**config.mk**
```make
export PLATFORM = sky130hd
export DESIGN_NAME = hta_ctrl
export DESIGN_NICKNAME = d
export VERILOG_FILES = /design/src/rtl/handle_table_allocator_defines.svh /design/src/rtl/hta_pkg.sv /design/src/rtl/hta_ctrl.sv
export SDC_FILE = /design/constraint.sdc
export NUM_CORES = 1
export LEC_CHECK = 0
export ABC_AREA = 1
export BUFFER_PORTS_ARGS = -buffer_cell sky130_fd_sc_hd__clkbuf_2
export CAP_MARGIN = 20
export CORE_AREA = 3 3 40 42
export CTS_BUF_LIST = sky130_fd_sc_hd__clkbuf_8 sky130_fd_sc_hd__clkbuf_16
export DETAILED_ROUTE_END_ITERATION = 10
export DIE_AREA = 0 0 43 45
export PLACE_DENSITY = 0.35
export REMOVE_ABC_BUFFERS = 1
export SLEW_MARGIN = 20
export SYNTH_ARGS = -nofsm -noshare
export SYNTH_HDL_FRONTEND = slang
export SYNTH_SLANG_ARGS = --single-unit
```
**constraint.sdc**
```tcl
create_clock -name clk -period 2.5 [get_ports clk]
set_input_delay 0.5 -clock clk [delete_from_list [all_inputs] [get_ports clk]]
set_output_delay 0.5 -clock clk [all_outputs]
set_load 0.01 [all_outputs]
```
**src/rtl/handle_table_allocator_defines.svh**
```systemverilog
// ----------------------------------------------------------------------------
// Handle table allocator assertion macros
// Concurrent assertion wrappers; they compile to nothing when SYNTH is set.
// ----------------------------------------------------------------------------
`ifndef HANDLE_TABLE_ALLOCATOR_DEFINES_SVH
`define HANDLE_TABLE_ALLOCATOR_DEFINES_SVH

`ifndef SYNTH
// Same-cycle implication.
`define HTA_ASSERT_IMP(lbl, clk, rst_n, ante, cons) \
  lbl: assert property (@(posedge clk) disable iff (!rst_n) (ante) |-> (cons)) \
    else $error("handle table allocator assertion failed");
// Next-cycle implication.
`define HTA_ASSERT_NXT(lbl, clk, rst_n, ante, cons) \
  lbl: assert property (@(posedge clk) disable iff (!rst_n) (ante) |=> (cons)) \
    else $error("handle table allocator assertion failed");
`else
`define HTA_ASSERT_IMP(lbl, clk, rst_n, ante, cons)
`define HTA_ASSERT_NXT(lbl, clk, rst_n, ante, cons)
`endif

`endif

```
**src/rtl/hta_pkg.sv**
```systemverilog
// ----------------------------------------------------------------------------
// Handle table allocator package
// Opcodes, status codes, field widths and the controller command bundle.
// ----------------------------------------------------------------------------
`timescale 1ns / 1ps
`default_nettype none

package hta_pkg;

  localparam int HANDLE_W = 11;
  localparam int SIZE_W   = 32;
  localparam int REF_W    = 16;
  localparam int OP_W     = 3;
  localparam int STATUS_W = 3;

  localparam logic [REF_W-1:0] REF_MAX = '1;

  typedef enum logic [OP_W-1:0] {
    OP_ALLOC   = 3'd0,
    OP_SIZE    = 3'd1,
    OP_RELEASE = 3'd2,
    OP_LOCK    = 3'd3,
    OP_UNLOCK  = 3'd4
  } hta_op_t;

  typedef enum logic [STATUS_W-1:0] {
    ST_OK        = 3'd0,
    ST_NO_FREE   = 3'd1,
    ST_RANGE     = 3'd2,
    ST_NOT_ALLOC = 3'd3,
    ST_STILL_REF = 3'd4
  } hta_status_t;

  // Commands from the controller to the datapath.
  typedef struct packed {
    logic accept;  // latch the request and read its table entry
    logic commit;  // write the entry back, update the list, load the result
  } hta_cmd_t;

endpackage

`default_nettype wire

```
**src/rtl/hta_ctrl.sv**
```systemverilog
// ----------------------------------------------------------------------------
// Handle table allocator controller
// Two-state sequencer: take a request, then commit it once the result
// register can take the answer.
// ----------------------------------------------------------------------------
`timescale 1ns / 1ps
`default_nettype none

module hta_ctrl (
  input  wire logic          clk,
  input  wire logic          rst_n,
  input  wire logic          in_tvalid,
  output logic               in_tready,
  output logic               out_tvalid,
  input  wire logic          out_tready,
  output hta_pkg::hta_cmd_t  cmd
);

  typedef enum logic [1:0] {
    S_IDLE = 2'b01,
    S_EXEC = 2'b10
  } hta_state_t;

  hta_state_t state_r, state_nxt;
  logic       out_valid_r, out_valid_nxt;
  logic       exec_go;

  assign in_tready  = (state_r == S_IDLE);
  assign out_tvalid = out_valid_r;

  // The result register is free when empty or when its transaction completes now.
  assign exec_go    = (state_r == S_EXEC) && (!out_valid_r || out_tready);
  assign cmd.accept = in_tvalid && in_tready;
  assign cmd.commit = exec_go;

  always_comb begin
    state_nxt = state_r;
    case (state_r)
      S_IDLE: begin
        if (cmd.accept) begin
          state_nxt = S_EXEC;
        end
      end
      S_EXEC: begin
        if (exec_go) begin
          state_nxt = S_IDLE;
        end
      end
      default: begin
        state_nxt = S_IDLE;
      end
    endcase
  end

  always_comb begin
    out_valid_nxt = out_valid_r;
    if (exec_go) begin
      out_valid_nxt = 1'b1;
    end else if (out_tready) begin
      out_valid_nxt = 1'b0;
    end
  end

  always_ff @(posedge clk) begin
    if (!rst_n) begin
      state_r     <= S_IDLE;
      out_valid_r <= 1'b0;
    end else begin
      state_r     <= state_nxt;
      out_valid_r <= out_valid_nxt;
    end
  end

endmodule

`default_nettype wire

```
# After elaboration in Yosys (flattened, before gate mapping)
# Cells that the tools add are included.
[word_totals]
reg_bits = 3
inputBits = 4
output_inout_bits = 4
wordCells = 17
[classes]
n_eq_ne = 4
mux = 5
reduce_logical = 6
[op_table]
columns = ["operator", "n"]
rows = [
  ["$mux 2", 2],
  ["$pmux 2 s2", 1],
  ["$eq 2x1->1 const B", 1],
  ["$eq 2x2->1 const B", 1],
  ["$logic_and 1x1->1", 2],
  ["$mux 1", 2],
  ["$ne 2x1->1 const B", 1],
  ["$ne 2x2->1 const B", 1],
  ["$reduce_and 2->1", 1],
  ["$reduce_bool 2->1", 1],
  ["$logic_not 1->1", 1],
  ["$logic_or 1x1->1", 1],
]

# Logic depth before layout (Yosys ltp)
[depth]
word_depth = 5
ltp_mapped = 5
mapped_depth_nobuf = 5

# Worst setup path before layout
# Ideal clock, no wire load.
[synth_path]
kind = "input to output"
startpoint = "input out_tready"
endpoint = "output cmd[0] (netlist name)"
arrival_ps = 787
required_ps = 2000
slack_ps = 1213
cell_stages = 3
n_path_buf = 1
path_cell_list = "nor2_4 -> nor3_1 -> buf_4"
[synth_via]
elab_chain_len = 2
[synth_lines]
columns = ["item", "line", "text"]
rows = [
  ["start: declaration", "hta_ctrl.sv:15", "input wire logic out_tready,"],
  ["$logic_or 1x1->1", "hta_ctrl.sv:32", "assign exec_go = (state_r == S_EXEC) && (!out_valid_r || out_tready);"],
  ["$logic_and 1x1->1", "hta_ctrl.sv:32", ""],
  ["end: declaration", "hta_ctrl.sv:16", "output hta_pkg::hta_cmd_t cmd"],
]
# No other way between the ends.

==> metrics list <==
- Routed WL per cell: 7.18 um
* Number of standard cells in the layout, taps in and fillers out: 44
- Global routing consumed, over all layers together, 4.82% of the routing resources.
- Summed over all nets, the half-perimeter wirelength after detailed placement is 287 um.
- Setup total negative slack on the finished layout was measured at 0 ns.
- In this run the standard cell core region covers 1280 um^2.
- At the end of routability-driven placement, the weighted congestion stood at 0.652.
* Fraction of layout instances using a drive strength above 1: 51.7%
- # clock sinks: 3
- Via count of the first global-routing pass: 167
* Post-cts sizing count: 0
- Wirelength, routed: 316 um
- The endpoint identified for the worst register-to-register timing path is state_r[0].
* Leading cell types by count after synthesis: sky130_fd_sc_hd__inv_1, sky130_fd_sc_hd__dfxtp_1, sky130_fd_sc_hd__nand2_1
- Launch point of the worst reg-to-reg path: state_r[1]
* Post-synthesis share of cell area spent on and, or, nand and nor gates: 32.8%
- Hold path startpoint: rst_n
* Number of nets in the layout: 34
* Number of diodes: 0
- Port-buffer cells: 7
- In this run the deepest clock path goes through 2 buffers.
* Total iterations of the first detailed-routing run: 3
- Placed cell count: 40
- Crit share post-route: 57.2%
- Count of nets left with antenna violations after detail routing: 0
- Relative max-transition margin: 88.8%
- DRC violation total after the first TritonRoute iteration: 3
* Number of cells on the worst reg-to-reg path: 5
- In this run the horizontal extent of the chip is 43 um.
- Worst setup path startpoint: out_tready
- Final-report max-slew violation count: 0
- Max FO, Critical Path: 3
- Cell with the most instances after synthesis: sky130_fd_sc_hd__inv_1
- Main flop type after synthesis: sky130_fd_sc_hd__dfxtp_1
* Fmax achieved: 0.700 GHz
- The worst-case IR drop observed on VDD is 0.214 mV.
* CTS tree: done
- In this run, distinct cell masters in the synthesized netlist total 11.
- The synthesized netlist devotes 0% of its cell area to adder and majority cells.
* Area share of the largest cell type after synthesis: 39.3%
* Final hold viol count: 0
- Setup slack on the worst flop-to-flop path: 1.72 ns
- Entering global routing, the biggest net connects 5 pins.
- Hold Path Depth: 2
- Critical Path Source Type: input port
- After floorplanning, the core was divided into 13 placement rows.
- Worst endpoint required time: 2.00 ns
- Pwr Density: 832 nW/um^2
- Across all layers, the routed design uses 146 vias.
- Xor/xnor share of the synthesized area: 0%
- The largest total area in the synthesized netlist belongs to sky130_fd_sc_hd__dfxtp_1.
- Initial Utilization: 11.9%
- Post-Synthesis Cells: 19
* Synth async-reset ratio: 0%
- The path class of the tightest hold or removal check is in -> reg.
* Dominant cells by area after synthesis: sky130_fd_sc_hd__dfxtp_1, sky130_fd_sc_hd__inv_1, sky130_fd_sc_hd__nand2_1
* Setup repair after global routing missed its margin: no
- The worst setup path is of the in -> out kind.
- For the pin with the worst max-slew slack, the measured transition is 0.168 ns.
- The synthesized netlist devotes 10.7% of its cell area to compound gates.
- By area, the combinational part of the netlist is dominated by simple AND/OR/NAND/NOR gates.
- The initial antenna violation count came to 0.
- Mux share of post-synthesis cell area: 0%
- In the routed layout, each cell is associated on average with a via count of 3.32.
* Total of flip-flops plus latches after synthesis: 3
- In this run, synthesis inferred 0 flip-flops with an integrated enable.
* Clock tree root driver cell: sky130_fd_sc_hd__clkbuf_8
* Setup clock skew after layout: 0.00147 ns
- Across the run, the number of max-cap violations was 0.
- Area growth, synth to finish: 59.8%
- Summed over all cells, the static leakage comes to 0.126 nW.
* Type of element capturing the critical path: output port
* Final setup viols: 0
* Wire length of the first global-routing pass: 579 um
- Buffers added to address setup during post-CTS repair amount to 0.
* Inserted Clock Buffers: 3
- I/O pin count: 8
- Mean instance size in the synthesized netlist: 8.03 um^2
- Mapped cell area: 153 um^2
- Hold repair after CTS inserted 0 buffers.
* Crit path time final: 1.43 ns
* Clock Pin Slew Worst Setup and Hold Paths: 0.03 ns
* Total Die Area: 1940 um^2
* Clock latency of the later-clocked register in the worst-skew pair: 0.21 ns
- After detailed routing, the number of remaining DRC violations is 0.
- The flow ran to the end, and the final reports show no timing, DRC or antenna violations.
- H-tree level count: 1
* Number of warning messages in the yosys log: 0
* Utilization of the core after routing: 19.0%
* Crit path to: cmd[0]
* Remaining Overflow, GRT: 0
* Part of the Yosys area used for sequential elements: 39.3%
- The die is 45 um tall.
* Worst path arrival time: 0.93 ns
final cells by class:
class,instances,area [um^2]
fillers,153,1040
multi-input cells,10,66.3
flip-flops and latches,3,60.1
clock buffers,3,41.3
repair buffers,7,35.0
inverters,5,18.8
well taps,15,18.8
clock inverters,1,3.75
worst min path at each step:
| stage | endpoint | slack, ns |
|---|---|---|
| floorplan | state_r[1] | 0.52 |
| global placement | state_r[1] | 0.54 |
| detailed placement | state_r[1] | 0.55 |
| CTS | state_r[0] | 0.48 |
| global route | state_r[0] | 0.49 |
| finish | state_r[0] | 0.47 |
layout by cell type, fill, tap and decap left out, types with 3 or more instances in the layout:
master / synthesis / routed
sky130_fd_sc_hd__nand2_1: 3 / 3
sky130_fd_sc_hd__clkbuf_2: 0 / 7
sky130_fd_sc_hd__inv_1: 5 / 6
sky130_fd_sc_hd__dfxtp_1: 3 / 3
sky130_fd_sc_hd__clkbuf_8: 0 / 3
critical path: stages:
cell                       delay [ns]
sky130_fd_sc_hd__clkbuf_2        0.10
sky130_fd_sc_hd__nor2_4          0.05
sky130_fd_sc_hd__nor3_1          0.12
sky130_fd_sc_hd__clkbuf_2        0.16
state kept, by name, summed over array words and instances, names as in the netlist:
signal      flops
state_r         2
out_tvalid      1
cell families after synthesis:
kind of cell           after synthesis
AND/OR/NAND/NOR                      8
AO/OA/AOI/OAI                        2
flip-flops                           3
buffers and inverters                6
per-layer routing:
metal / up-vias / track usage, % / share of wire, %
met5: - / 0 / 0
met4: 0 / 9.04 / 7.6
met3: 3 / 2.79 / 7.9
met2: 7 / 6.29 / 47
met1: 62 / 3.60 / 36
li1: 74 / - / -
through the flow:
step           power (mW)  setup slack (ns)  hold WS [ns]  instance area, um^2
2_1_floorplan      0.0626              1.21         0.515                  145
3_3_place_gp       0.0704              1.05         0.544                  199
3_5_place_dp       0.0710              1.07         0.555                  199
4_1_cts             0.208              1.07         0.477                  244
5_1_grt             0.215              1.01         0.493                  244
6_report            0.203              1.07         0.474                  244
report_power, final:
| group | leakage, nW | total (mW) | internal [mW] | switching, mW |
|---|---|---|---|---|
| Sequential | 0.0246 | 0.0523 | 0.0506 | 0.00171 |
| Clock | 0.0269 | 0.133 | 0.104 | 0.0292 |
| Combinational | 0.0745 | 0.0174 | 0.00744 | 0.00995 |
| Total | 0.126 | 0.203 | 0.162 | 0.0408 |
Power figures use the tool's default switching activity.
